$ cat src/rtl/vcf_pkg.sv
// ----------------------------------------------------------------------------
// vcf_pkg
// Shared format codes, constants and types for the vertex component decoder.
// ----------------------------------------------------------------------------
package vcf_pkg;

    localparam logic [3:0] FMT_F32     = 4'd0;
    localparam logic [3:0] FMT_F16     = 4'd1;
    localparam logic [3:0] FMT_UNORM8  = 4'd2;
    localparam logic [3:0] FMT_SNORM8  = 4'd3;
    localparam logic [3:0] FMT_UNORM16 = 4'd4;
    localparam logic [3:0] FMT_SNORM16 = 4'd5;
    localparam logic [3:0] FMT_U8      = 4'd6;
    localparam logic [3:0] FMT_S8      = 4'd7;
    localparam logic [3:0] FMT_U16     = 4'd8;
    localparam logic [3:0] FMT_S16     = 4'd9;
    localparam logic [3:0] FMT_U32     = 4'd10;
    localparam logic [3:0] FMT_S32     = 4'd11;

    localparam int MagW = 64;
    localparam int FracW = 56;

    localparam logic [7:0] BiasInt  = 8'd127;
    localparam logic [7:0] BiasNorm = 8'(127 - FracW);
    localparam logic [7:0] HalfRebias = 8'd112;

    typedef struct packed {
        logic            direct;
        logic [31:0]     direct_bits;
        logic            sign;
        logic [MagW-1:0] mag;
        logic [7:0]      exp_base;
        logic            sticky_in;
    } t_conv;

    function automatic logic [2:0] size_of_code(input logic [3:0] code);
        logic [2:0] sz;
        case (code) inside
            FMT_F32, FMT_U32, FMT_S32: sz = 3'd4;
            FMT_F16, FMT_UNORM16, FMT_SNORM16, FMT_U16, FMT_S16: sz = 3'd2;
            FMT_UNORM8, FMT_SNORM8, FMT_U8, FMT_S8: sz = 3'd1;
            default: sz = 3'd0;
        endcase
        return sz;
    endfunction

endpackage

$ cat src/rtl/vcf_decode.sv
// ----------------------------------------------------------------------------
// vcf_decode
// Per-format setup: direct bit patterns for f32/f16/unsupported codes, and a
// fixed-point magnitude with exponent base for the converted formats.
// ----------------------------------------------------------------------------
module vcf_decode (
    input  logic [3:0]   i_format_code,
    input  logic [31:0]  i_raw_bytes,
    output vcf_pkg::t_conv o_conv,
    output logic [2:0]   o_component_bytes,
    output logic         o_format_handled
);

    localparam logic [vcf_pkg::MagW-1:0] SnormMin = 64'h0102040810204080;

    logic [7:0]              b0;
    logic [15:0]             w0;
    logic [7:0]              smag;
    logic [vcf_pkg::MagW-1:0] snorm_acc;
    logic [4:0]              hex;
    logic [31:0]             half_bits;

    assign b0   = i_raw_bytes[7:0];
    assign w0   = i_raw_bytes[15:0];
    assign smag = b0[7] ? 8'(~b0 + 8'd1) : b0;
    assign hex  = w0[14:10];

    always_comb begin
        if (hex == 5'd0) begin
            half_bits = {w0[15], 31'd0};
        end else if (hex == 5'h1f) begin
            half_bits = {w0[15], 8'hff, w0[9:0], 13'd0};
        end else begin
            half_bits = {w0[15], 8'({3'd0, hex} + vcf_pkg::HalfRebias), w0[9:0], 13'd0};
        end
    end

    // repeat the 7-bit magnitude; only 128 spills past seven bits
    assign snorm_acc = smag[7] ? SnormMin : {8'd0, {8{smag[6:0]}}};

    always_comb begin
        o_conv = '0;
        case (i_format_code)
            vcf_pkg::FMT_F32: begin
                o_conv.direct      = 1'b1;
                o_conv.direct_bits = i_raw_bytes;
            end
            vcf_pkg::FMT_F16: begin
                o_conv.direct      = 1'b1;
                o_conv.direct_bits = half_bits;
            end
            vcf_pkg::FMT_UNORM8: begin
                o_conv.mag       = {8'd0, b0, b0, b0, b0, b0, b0, b0};
                o_conv.exp_base  = vcf_pkg::BiasNorm;
                o_conv.sticky_in = 1'b1;
            end
            vcf_pkg::FMT_SNORM8: begin
                o_conv.sign      = b0[7];
                o_conv.mag       = snorm_acc;
                o_conv.exp_base  = vcf_pkg::BiasNorm;
                o_conv.sticky_in = 1'b1;
            end
            vcf_pkg::FMT_UNORM16: begin
                o_conv.mag       = {8'd0, w0, w0, w0, 8'd0};
                o_conv.exp_base  = vcf_pkg::BiasNorm;
                o_conv.sticky_in = 1'b1;
            end
            vcf_pkg::FMT_U8: begin
                o_conv.mag      = vcf_pkg::MagW'(b0);
                o_conv.exp_base = vcf_pkg::BiasInt;
            end
            vcf_pkg::FMT_U16: begin
                o_conv.mag      = vcf_pkg::MagW'(w0);
                o_conv.exp_base = vcf_pkg::BiasInt;
            end
            vcf_pkg::FMT_U32: begin
                o_conv.mag      = vcf_pkg::MagW'(i_raw_bytes);
                o_conv.exp_base = vcf_pkg::BiasInt;
            end
            default: begin
                o_conv.direct      = 1'b1;
                o_conv.direct_bits = 32'd0;
            end
        endcase
    end

    assign o_component_bytes = vcf_pkg::size_of_code(i_format_code);

    always_comb begin
        case (i_format_code) inside
            vcf_pkg::FMT_F32, vcf_pkg::FMT_F16, vcf_pkg::FMT_UNORM8, vcf_pkg::FMT_SNORM8,
            vcf_pkg::FMT_UNORM16, vcf_pkg::FMT_U8, vcf_pkg::FMT_U16,
            vcf_pkg::FMT_U32: o_format_handled = 1'b1;
            default:          o_format_handled = 1'b0;
        endcase
    end

endmodule

$ cat src/rtl/vcf_round.sv
// ----------------------------------------------------------------------------
// vcf_round
// Normalize a fixed-point magnitude and round to single precision, nearest
// even; direct patterns pass unchanged.
// ----------------------------------------------------------------------------
module vcf_round (
    input  vcf_pkg::t_conv i_conv,
    output logic [31:0]    o_value_bits
);

    logic [5:0]               msb;
    logic [vcf_pkg::MagW-1:0] sh;
    logic [22:0]              mant;
    logic                     guard;
    logic                     sticky;
    logic                     up;
    logic [23:0]              mant_r;
    logic [7:0]               ex;

    always_comb begin
        msb = '0;
        for (int i = 0; i < vcf_pkg::MagW; i++) begin
            if (i_conv.mag[i]) begin
                msb = 6'(i);
            end
        end
    end

    assign sh     = i_conv.mag << (6'(vcf_pkg::MagW - 1) - msb);
    assign mant   = sh[62:40];
    assign guard  = sh[39];
    assign sticky = (|sh[38:0]) | i_conv.sticky_in;
    assign up     = guard & (sticky | mant[0]);
    assign mant_r = {1'b0, mant} + 24'(up);
    assign ex     = i_conv.exp_base + {2'd0, msb} + {7'd0, mant_r[23]};

    always_comb begin
        if (i_conv.direct) begin
            o_value_bits = i_conv.direct_bits;
        end else if (i_conv.mag == '0) begin
            o_value_bits = 32'd0;
        end else begin
            o_value_bits = {i_conv.sign, ex, mant_r[22:0]};
        end
    end

endmodule

$ cat src/rtl/vertex_component_to_float32_core.sv
// ----------------------------------------------------------------------------
// vertex_component_to_float32_core
// An accepted start sets r_in_vld, which in turn sets r_out_vld, the o_valid strobe.
// Throughput: one component per cycle; busy stays low, input and result
// registers are set by a single decode-and-round stage between them.
// Reset: synchronous active-low i_rst_n clears both valid flags.
// ----------------------------------------------------------------------------
module vertex_component_to_float32_core (
    input  logic        i_clk,
    input  logic        i_rst_n,
    input  logic        start,
    output logic        busy,
    input  logic [3:0]  i_format_code,
    input  logic [31:0] i_raw_bytes,
    output logic        o_valid,
    output logic [31:0] o_value_bits,
    output logic [2:0]  o_component_bytes,
    output logic        o_format_handled
);

    logic           r_in_vld, n_in_vld;
    logic [3:0]     r_code;
    logic [31:0]    r_raw;
    logic           r_out_vld;
    logic [31:0]    r_value;
    logic [2:0]     r_bytes;
    logic           r_handled;

    vcf_pkg::t_conv conv;
    logic [31:0]    value;
    logic [2:0]     bytes;
    logic           handled;

    assign busy     = 1'b0;
    assign n_in_vld = start & ~busy;

    always_ff @(posedge i_clk) begin
        if (!i_rst_n) begin
            r_in_vld  <= 1'b0;
            r_out_vld <= 1'b0;
        end else begin
            r_in_vld  <= n_in_vld;
            r_out_vld <= r_in_vld;
        end
    end

    always_ff @(posedge i_clk) begin
        if (n_in_vld) begin
            r_code <= i_format_code;
            r_raw  <= i_raw_bytes;
        end
        if (r_in_vld) begin
            r_value   <= value;
            r_bytes   <= bytes;
            r_handled <= handled;
        end
    end

    vcf_decode u_decode (
        .i_format_code     (r_code),
        .i_raw_bytes       (r_raw),
        .o_conv            (conv),
        .o_component_bytes (bytes),
        .o_format_handled  (handled)
    );

    vcf_round u_round (
        .i_conv       (conv),
        .o_value_bits (value)
    );

    assign o_valid           = r_out_vld;
    assign o_value_bits      = r_value;
    assign o_component_bytes = r_bytes;
    assign o_format_handled  = r_handled;

endmodule

$ cat config.mk
export PLATFORM = sky130hd
export DESIGN_NAME = vertex_component_to_float32_core
export DESIGN_NICKNAME = d
export VERILOG_FILES = /design/src/rtl/vcf_pkg.sv /design/src/rtl/vcf_decode.sv /design/src/rtl/vcf_round.sv /design/src/rtl/vertex_component_to_float32_core.sv
export SDC_FILE = /design/constraint.sdc
export NUM_CORES = 1
export LEC_CHECK = 0
export BUFFER_PORTS_ARGS = -buffer_cell sky130_fd_sc_hd__buf_2
export CORE_MARGIN = 4
export CORE_UTILIZATION = 40
export DETAILED_ROUTE_END_ITERATION = 6
export HOLD_SLACK_MARGIN = 0.12
export PLACE_DENSITY = 0.56
export SYNTH_ARGS = -nofsm -noshare
export SYNTH_HDL_FRONTEND = slang
export SYNTH_SLANG_ARGS = --single-unit
$ cat constraint.sdc
create_clock -name i_clk -period 11.1 [get_ports i_clk]
set_input_delay 1.665 -clock i_clk [delete_from_list [all_inputs] [get_ports i_clk]]
set_output_delay 1.665 -clock i_clk [all_outputs]
set_load 0.005 [all_outputs]
==> results by group, run 1 <==
Worst hold path
  – HP Class: register to register

Power and ir drop
  – Pwr Density: 256 mW/mm2
  – Static leakage: 4.09 nW
  – Max IR drop VDD: 0.104 mV

Global route
  – Grt total ovfl: 0
  – Antenna violations before repair: 0
  – GRT Total Usage: 34.1%
  – Largest net degree at the start of global routing: 57
  – Vias in the first global route: 10900
  – First-pass GRT wire length: 73700 um

Layout
  – Final Non-Filler Cells: 1633
  – Antenna cells: 0
  – Area growth, synth to finish: 7.98%
  – Ratio of cells with drive above 1 in the final layout: 15.0%
  – Final instance area: 0.0112 mm2
  – Post-layout net count: 1346

Clock network
  – Hold_buf cts: 0
  – Clk Latency, worst-skew pair: 0.34 ns
  – Root Driver: clkbuf_16
  – Post-cts resize count: 0
  – Reg clk slew, reported paths: 0.06 ns
  – CTS buffer count: 9
  – Clock Path Buffers: 2
  – H-tree depth: 3
  – CTS tree: done
  – Clk sink count: 74
  – Postcts setup bufs: 0

Worst setup path
  – Worst EP required: 11.15 ns
  – Worst R2R Setup Slack: 1.77 ns
  – R2R depth: 27
  – CP startpoint kind: register
  – CP max stage cell: o211ai_1
  – Most used cell, CP: a21oi_1
  – R2r endpoint: o_value_bits[29]
  – Setup crit start: r_raw[0]
  – Max FO, Critical Path: 20
  – Critical path endpoint category: register
  – FF-to-FF Start: r_raw[0]
  – Worst Path Arrival: 9.38 ns
  – CP Class: register to register
  – CP max stage delay: 0.91 ns
  – CP Capture Point: o_value_bits[29]

Detailed routing
  – Post-route ant nets: 0
  – 1st-pass router iterations: 7
  – Post-Route WL: 50600 um
  – Vias: 12000
  – DRC viols: 5
  – WL/cell: 31.0 um
  – Initial DRC count: 2201
  – Drt via density: 7.36

Synthesis
  – Synth Net Count: 1352
  – Register bit total from synthesis: 74
  – Sequential share of the synthesized area: 21.3%
  – Post-Synthesis Cells: 1304
  – YS warnings: 0
  – Top FF cell, synth: edfxtp_1
  – Share of the synthesized area in the top cell type: 20.9%
  – Syn Area/Cell: 7.94 um2
  – Post-synth EDFFs: 72
  – Top cells by area, synth: edfxtp_1, mux2i_1, a21oi_1, o211ai_1, nand2_1
  – Cell Area, Synth: 0.0104 mm2
  – Synth cell types: 98
  – Synth area leader: edfxtp_1
  – Async SR Flop Fraction: 0%

STA
  – Tcrit/Tclk final: 84.1%
  – Actual slew at the worst max-slew pin: 1.24 ns
  – Endpoints failing setup: 0
  – Fin. Hold Viols: 0
  – Final min period: 9.33 ns
  – Relative slew slack: 17.0%
  – Smallest hold slack: 0.516 ns
  – Maximum achievable frequency: 107 MHz
  – Unrepaired setup endpoints after global routing: no
  – Setup TNS: 0 ns
  – Max-slew violation total from the final report: 0
  – Final clock skew: 0.00730 ns

Floorplan
  – DIE WIDTH: 169 um
  – IO Count: 77
  – Initial core utilization: 40.9%
  – Placement Rows: 58
  – Die Footprint: 0.0285 mm2
  – Die Span Y: 169 um
  – Core area: 0.0253 mm2

Status
  – Failing checks: DRC
  – Status: finished, violations left

Placed design
  – Post-Place Cells: 1617
  – IO Port Bufs: 75
  – Gpl congestion: 1.08
  – Area after DPL: 0.0108 mm2
  – Dpl hpwl: 38000 um

Run
  – Max-Cap Viols: 0
critical path: cells and delay by family (launching register included):
| family | cells | cell delay [ns] |
|---|---|---|
| compound gates | 10 | 3.67 |
| fa+ha+maj | 3 | 0.93 |
| buf+inv | 3 | 0.61 |
| flops | 1 | 0.71 |
| mux | 2 | 0.80 |
| simple gates | 9 | 2.31 |
state kept, by name, summed over array words and instances, names as in the netlist:
signal / cells
o_format_handled: 1
o_value_bits: 32
o_component_bytes: 3
o_valid: 1
r_raw: 32
r_in_vld: 1
r_code: 4
layout make-up:
type                       instances  area (um2)
fill                            2586       14100
multi-input combinational       1087        7540
sequential                        74        2200
timing repair buffer             105         601
tap                              330         413
clock buffer                      10         229
clock inverter                     6         113
inverter                          21        78.8
synth_stat cells (all sizes together), types with 8 or more instances:
| library cell | number |
|---|---|
| and2 | 15 |
| nor4 | 21 |
| a221o | 8 |
| o21a | 12 |
| nand2b | 10 |
| mux2 | 19 |
| a21oi | 93 |
| mux2i | 79 |
| nand2 | 109 |
| or4 | 10 |
| or3 | 8 |
| nor2 | 73 |
| and3 | 17 |
| nand4 | 35 |
| a32oi | 9 |
| xor2 | 10 |
| a22o | 13 |
| inv | 21 |
| o211ai | 57 |
| a2111oi | 11 |
| a211oi | 44 |
| nand3b | 13 |
| o21ai | 75 |
| o221ai | 9 |
| o22ai | 22 |
| edfxtp | 72 |
| and4 | 9 |
| a211o | 11 |
| nor3 | 34 |
| clkbuf | 66 |
| a221oi | 12 |
| nand3 | 53 |
| a21o | 16 |
| a31oi | 12 |
| xnor2 | 13 |
| buf | 56 |
| nor2b | 8 |
| o32ai | 8 |
| a2bb2oi | 12 |
| a22oi | 21 |
report_power, final:
part           total (mW)  leakage [nW]  internal (mW)  switching [mW]
registers           0.431         0.697          0.387          0.0445
logic                2.09          3.22          0.670            1.42
clock network       0.335         0.167          0.220           0.114
total                2.86          4.09           1.28            1.58
through the flow:
stage               power [mW]  utilization (%)  worst slack [ns]
finish                    2.86             44.1              1.77
global placement          2.44             42.8              2.14
global route              2.98             44.1              1.24
detailed placement        2.41             42.8              2.14
CTS                       2.75             44.1              2.09
floorplan                 1.79                -              4.18
cell usage in the layout (no fill, tap or decap), types with 12 or more instances in the layout:
cell type,netlist,layout
nand2_1,109,109
a21oi_1,91,91
mux2i_1,79,79
buf_2,29,75
nor2_1,73,72
edfxtp_1,72,72
o21ai_0,68,68
o211ai_1,57,57
nand3_1,53,53
a211oi_1,40,40
nand4_1,35,35
buf_4,11,30
nor3_1,29,29
o22ai_1,22,22
a22oi_1,21,21
inv_1,18,18
and3_1,17,17
mux2_2,17,17
a21o_1,16,16
nor4_1,16,15
and2_1,15,15
xnor2_1,13,13
nand3b_1,13,13
a22o_1,13,13
a31oi_1,12,12
worst min-delay path by stage:
stage,start,endpoint,cells past startpoint
floorplan,r_raw[8],o_value_bits[8],2
detailed placement,r_in_vld,o_component_bytes[2],0
global route,r_in_vld,o_component_bytes[2],0
global placement,r_in_vld,o_component_bytes[1],0
CTS,r_in_vld,o_component_bytes[2],0
finish,r_in_vld,o_component_bytes[2],0
metal layers:
metal / part of all wire, % / vias to the layer above / wire [um] / global-route usage [%]
li1: - / 5217 / - / -
met1: 40 / 5720 / 20100 / 46.4
met2: 42 / 889 / 21200 / 50.7
met3: 13 / 194 / 6440 / 9.20
met4: 5.7 / 0 / 2860 / 14.8
met5: 0 / - / 0 / 0
kinds of logic (layout without fill, tap and decap cells):
kind of cell,Yosys count,count (layout),share of synthesized area (%)
AOI/OAI and AO/OA,511,511,36.0
xor gates and xnor gates,23,23,1.95
adders and majority gates,9,9,1.23
buffers and inverters,143,142,6.37
DFF,74,74,21.3
muxes,98,98,9.78
other,1,1,0.0362
and+or+nand+nor,445,445,23.4
Power figures use the tool's default switching activity.
==> inputs of run 2 (changes only) <==
Settings changed: PLACE_DENSITY 0.56 to 0.58.
Clock period 11.1 ns to 7.5 ns, I/O delays scaled along.
==> results by group, run 2 (same netlist as run 1, synthesis figures left out) <==
Power and ir drop
  – Static leakage: 4.99 nW (+22%)
  – Psw: 2.56 mW (+62%)
  – Sw frac: 53.3% (-1.9 points)
  – Pwr Density: 375 mW/mm2 (+47%)
  – Max IR drop VDD: 0.202 mV (+95%)
  – Int Pwr: 2.24 mW (+75%)
  – Clock network fraction of total power: 9.2% (-2.5 points)
  – Sequential power share: 12.7% (-2.4 points)
  – Combinational share of power: 78.1% (+4.9 points)

Detailed routing
  – Vias: 12900 (+7.4%)
  – 1st-pass router iterations: 6 (-1)
  – Metal2 WL: 24400 um (+15%)
  – Met3 wire length: 6710 um (+4.2%)
  – Initial DRC count: 2064 (-6.2%)
  – Post-Route M1 WL: 21500 um (+7.4%)
  – WL/cell: 30.8 um (-0.62%)
  – Drt via density: 7.11 (-3.4%)
  – DRC viols: 0 (-5)
  – Uppermost layer routed: met4
  – Post-route ant nets: 0 (unchanged)
  – Post-Route WL: 55800 um (+10%)

Global route
  – Vias in the first global route: 11900 (+8.6%)
  – Largest net degree at the start of global routing: 41 (-28%)
  – Grt total ovfl: 0 (unchanged)
  – First-pass GRT wire length: 80400 um (+9.0%)
  – Antenna violations before repair: 2 (+2)
  – GRT Total Usage: 37.4% (+3.4 points)

STA
  – Maximum achievable frequency: 136 MHz (+27%)
  – Final min period: 7.34 ns (-2.00 ns)
  – Final clock skew: 0.00638 ns (-0.000914 ns)
  – Tcrit/Tclk final: 97.8% (+14 points)
  – Setup TNS: 0 ns (unchanged)
  – Max-slew violation total from the final report: 0 (unchanged)
  – Fin. Hold Viols: 0 (unchanged)
  – Smallest hold slack: 0.513 ns (-0.00372 ns)
  – Actual slew at the worst max-slew pin: 1.02 ns (-0.218 ns)
  – Endpoints failing setup: 0 (unchanged)
  – Relative slew slack: 31.9% (+15 points)

Floorplan
  – DIE WIDTH: 169 um (unchanged)
  – Die Span Y: 169 um (unchanged)
  – Core area: 0.0253 mm2 (unchanged)
  – Initial core utilization: 40.9% (unchanged)
  – IO Count: 77 (unchanged)
  – Placement Rows: 58 (unchanged)
  – Die Footprint: 0.0285 mm2 (unchanged)

Clock network
  – Reg clk slew, reported paths: 0.06 ns (about the same)
  – H-tree depth: 3 (unchanged)
  – Clk Latency, worst-skew pair: 0.34 ns (about the same)
  – CTS buffer count: 9 (unchanged)
  – Root Driver: clkbuf_16
  – Clock Path Buffers: 2 (unchanged)
  – CTS tree: done
  – Clk sink count: 74 (unchanged)

Layout
  – Post-layout net count: 1527 (+13%)
  – Final Non-Filler Cells: 1815 (+11%)
  – Ratio of cells with drive above 1 in the final layout: 28.0% (+13 points)
  – Area growth, synth to finish: 23.7%
  – Commonest non-fill, non-tap cells in the layout: buf_4, nand2_1, a21oi_1, mux2i_1, buf_2
  – Final instance area: 0.0128 mm2 (+15%)
  – Most common cell after layout, fill and taps aside: buf_4

Worst hold path
  – HP Class: register to register

Worst setup path
  – Most used cell, CP: a21o_1
  – Critical path, cell by cell: or4b_2 > o21ai_2 > buf_4 > o22ai_1 > a2111o_1 > a2111o_2 > buf_12 > a211o_1 > and3_1 > a22oi_1 > a211oi_1 > or4b_2 > and4_1 > nand4_1 > nor2_1 > and3_1 > fa_1 > a21o_1 > a21o_1 > a21o_1 > a21oi_1 > inv_1 > a21oi_1 > o22ai_1
  – CP max stage cell: or4b_2
  – Critical path endpoint category: register
  – Max FO, Critical Path: 12 (-40%)
  – CP startpoint kind: register
  – CP Class: register to register
  – Worst Path Arrival: 7.39 ns (-1.99 ns)
  – Worst EP required: 7.55 ns (-3.60 ns)
  – CP max stage delay: 0.72 ns (-0.19 ns)

Run
  – Max-Cap Viols: 0 (unchanged)

Placed design
  – Post-Place Cells: 1777 (+9.9%)
  – IO Port Bufs: 75 (unchanged)
  – Gpl congestion: 1.07 (-1.1%)
  – Area after DPL: 0.0121 mm2 (+12%)
  – Dpl hpwl: 43500 um (+14%)

Status
  – Status: completed
[run 2: cell count changes in the layout (fill, tap and decap cells not counted), moves of 3 or more]
cell      change
mux2i_1       -4
a211oi_2      +4
mux2i_2       +3
nor3_1        -3
buf_12        +7
buf_4       +174
a211oi_1      -4
[run 2: repair_timing]
item / 4_1_cts / 5_1_grt
setup endpoints to repair: 4 / 7
hold endpoints to repair: 0 / 0
buffers inserted: 5 / 16
resized for setup: 3 / 47
pin swaps: 1 / 6
hold buffers: 0 / 0
[run 2: final cells by class]
class / instances / area, um2
Fill cell: 2441 / 12500
Clock inverter: 6 / 73.8
Clock buffer: 10 / 229
Inverter: 21 / 81.3
Antenna cell: 1 / 2.50
Tap cell: 330 / 413
Timing Repair Buffer: 286 / 2050
Sequential cell: 74 / 2200
Multi-Input combinational cell: 1087 / 7750
[run 2: power groups by stage]
| stage | Sequential (mW) | Clock [mW] | Combinational [mW] |
|---|---|---|---|
| after floorplan | 0.614 | 0 | 2.04 |
| after global routing | 0.612 | 0.468 | 3.90 |
| after global placement | 0.613 | 0 | 3.50 |
| final | 0.607 | 0.443 | 3.74 |
| after detailed placement | 0.615 | 0 | 3.44 |
| after CTS | 0.607 | 0.448 | 3.48 |
[run 2: final timing paths]
path | cells after the start | endpoint | slack, ns | start
max reg2reg | 24 | o_value_bits[30] | 0.16 | r_raw[1]
max | 24 | o_value_bits[30] | 0.16 | r_raw[1]
min | 0 | o_component_bytes[2] | 0.51 | r_in_vld
min reg2reg | 0 | o_component_bytes[2] | 0.51 | r_in_vld
[run 2: critical path: cells and delay by family (launching register included)]
family	cells	cell delay (ns)
AO/OA/AOI/OAI	13	3.39
flip-flops	1	0.48
AND/OR/NAND/NOR	7	2.31
adder cells (fa/ha/maj)	1	0.41
buffers and inverters	3	0.44
[run 2: metrics by stage]
stage	power, mW	setup WS [ns]	util, %
global route	4.98	-0.0546	50.5
CTS	4.53	0.0224	49.2
global placement	4.11	0.0158	47.8
detailed placement	4.06	-0.114	47.8
floorplan	2.65	0.578	-
finish	4.80	0.163	50.5
[run 2: metal layers]
metal	track usage (%)	vias up
li1	-	5569
met2	58.0	978
met1	49.7	6158
met4	15.7	0
met5	0	-
met3	9.62	207
==> inputs of run 3 (changes only) <==
Settings changed: RECOVER_POWER set to 50.
==> results by group, run 3 (same netlist as run 1, synthesis figures left out) <==
Status
  – Status: finished, violations left
  – Failing checks: capacitance limit, slew limit

Clock network
  – Clock Path Buffers: 2 (unchanged)
  – Reg clk slew, reported paths: 0.06 ns (about the same)
  – Clk sink count: 74 (unchanged)
  – H-tree depth: 3 (unchanged)
  – CTS tree: done
  – Hold_buf cts: 0 (unchanged)
  – CTS buffer count: 9 (unchanged)
  – Clk Latency, worst-skew pair: 0.34 ns (about the same)
  – Root Driver: clkbuf_16

Power and ir drop
  – Pwr Density: 375 mW/mm2 (about the same)
  – Total power: 4.80 mW (about the same)
  – Max IR drop VDD: 0.205 mV (+1.2%)
  – Static leakage: 4.98 nW (-0.16%)

Detailed routing
  – Post-Route WL: 55900 um (+0.11%)
  – Initial DRC count: 2195 (+6.3%)
  – Vias: 12900 (+0.24%)
  – DRC viols: 0 (unchanged)
  – Post-route ant nets: 0 (unchanged)
  – Drt via density: 7.13 (+0.24%)
  – 1st-pass router iterations: 7 (+1)
  – WL/cell: 30.8 um (+0.11%)

STA
  – Maximum achievable frequency: 136 MHz (-0.12%)
  – Max-slew violation total from the final report: 73 (+73)
  – Setup WS post-layout: 0.154 ns (-0.00900 ns)
  – Tcrit/Tclk final: 97.9% (+0.12 points)
  – Final min period: 7.35 ns (+0.00900 ns)
  – Final clock skew: 0.00697 ns (+0.000587 ns)
  – Relative slew slack: -33.0% (-65 points)
  – Actual slew at the worst max-slew pin: 1.99 ns (+0.978 ns)
  – Endpoints failing setup: 0 (unchanged)
  – Fin. Hold Viols: 0 (unchanged)

Layout
  – Fillcell total: 2442 (+0.041%)
  – Layout Utilization: 50.5% (about the same)
  – Area growth, synth to finish: 23.6% (about the same)
  – Commonest non-fill, non-tap cells in the layout: buf_4, nand2_1, a21oi_1, mux2i_1, buf_2
  – Post-layout net count: 1527 (unchanged)
  – Final Non-Filler Cells: 1815 (unchanged)
  – Most common cell after layout, fill and taps aside: buf_4
  – Ratio of cells with drive above 1 in the final layout: 27.8% (-0.20 points)

Floorplan
  – Placement Rows: 58 (unchanged)
  – Die Footprint: 0.0285 mm2 (unchanged)
  – DIE WIDTH: 169 um (unchanged)
  – IO Count: 77 (unchanged)
  – Core area: 0.0253 mm2 (unchanged)
  – Initial core utilization: 40.9% (unchanged)
  – Die Span Y: 169 um (unchanged)

Placed design
  – Dpl hpwl: 43500 um (unchanged)
  – Post-Place Cells: 1777 (unchanged)
  – Gpl congestion: 1.07 (unchanged)
  – Place WS: -0.114 ns (unchanged)
  – IO Port Bufs: 75 (unchanged)

Worst setup path
  – Max FO, Critical Path: 14 (+2)
  – Most used cell, CP: buf_4
  – CP max stage cell: or4b_2
  – FF-to-FF Start: r_raw[2]
  – Critical path endpoint category: register
  – CP max stage delay: 0.61 ns (-0.11 ns)
  – Worst Path Arrival: 7.40 ns (about the same)
  – CP Class: register to register
  – CP startpoint kind: register
  – CP Buf/Inv Count: 4 (+1)
  – Setup crit start: r_raw[2]
  – Worst EP required: 7.55 ns (about the same)
  – Delay-heaviest family, CP: simple AND/OR/NAND/NOR gates

Worst hold path
  – HP Class: register to register
  – HP Start: r_in_vld

Global route
  – Largest net degree at the start of global routing: 41 (unchanged)
  – Vias in the first global route: 11900 (unchanged)
  – GRT Total Usage: 37.4% (unchanged)
  – Antenna violations before repair: 2 (unchanged)
  – First-pass GRT wire length: 80400 um (unchanged)
  – Grt total ovfl: 0 (unchanged)

Run
  – Max-Cap Viols: 2 (+2)
## run 3: cell count changes in the layout (fill, tap and decap cells not counted)
| cell | change |
|---|---|
| buf_4 | -1 |
| or2_0 | +1 |
| or2_2 | -1 |
| buf_2 | -1 |
| clkbuf_1 | +2 |
## run 3: area by class of cell
type | instances | area [um2] | share of cell area, %
antenna | 1 | 2.50 | 0.0196
sequential | 74 | 2200 | 17.2
timing repair buffer | 286 | 2040 | 16.0
inverter | 21 | 81.3 | 0.636
tap | 330 | 413 | 3.23
multi-input combinational | 1087 | 7750 | 60.6
clock inverter | 6 | 73.8 | 0.577
clock buffer | 10 | 229 | 1.79
## run 3: final timing paths
| check | to | slack, ns | depth (start not counted) |
|---|---|---|---|
| max | o_value_bits[28] | 0.15 | 25 |
| min | o_component_bytes[2] | 0.51 | 0 |
| max reg2reg | o_value_bits[28] | 0.15 | 25 |
| min reg2reg | o_component_bytes[2] | 0.51 | 0 |
## run 3: what timing repair did
action                                  4_1_cts  5_1_grt
pin swaps                                     1        6
setup buffers                                 5       16
gates resized for setup                       3       47
endpoints found under the setup margin        4        7
## run 3: power by group
group	internal, mW	leakage (nW)	switching, mW
clock network	0.262	0.141	0.180
registers	0.573	0.697	0.0352
logic	1.40	4.15	2.34
total	2.24	4.98	2.56
## run 3: metrics by stage
step                      hold slack, ns  setup TNS [ns]  instance area [um2]
after floorplan                    0.551               0                10400
after global placement             0.503               0                12100
after detailed placement           0.504          -0.164                12100
after CTS                          0.517               0                12500
after global routing               0.533         -0.0835                12800
final                              0.512               0                12800
## run 3: per-layer routing
layer / global-route usage, % / part of all wire (%) / vias up
met2: 58.0 / 44 / 955
met5: 0 / 0 / -
met4: 15.7 / 5.5 / 0
met3: 9.62 / 12 / 205
met1: 49.7 / 39 / 6205
li1: - / - / 5578
## run 3: worst reg2reg max path, cell delays in order (launching register included)
cell	delay (ns)
edfxtp_1	0.39
buf_4	0.24
or4_4	0.48
o211a_1	0.26
buf_4	0.17
a221oi_2	0.42
buf_4	0.24
and3_1	0.48
nand2_1	0.30
buf_4	0.26
a211o_1	0.25
and3_1	0.25
a22oi_1	0.37
a211oi_1	0.12
or4b_2	0.61
and4_1	0.26
nand4_1	0.15
nor2_1	0.10
and3_1	0.21
fa_1	0.41
a21o_1	0.17
a21o_1	0.18
a21o_1	0.17
a21oi_1	0.24
xor2_1	0.19
o22ai_1	0.11
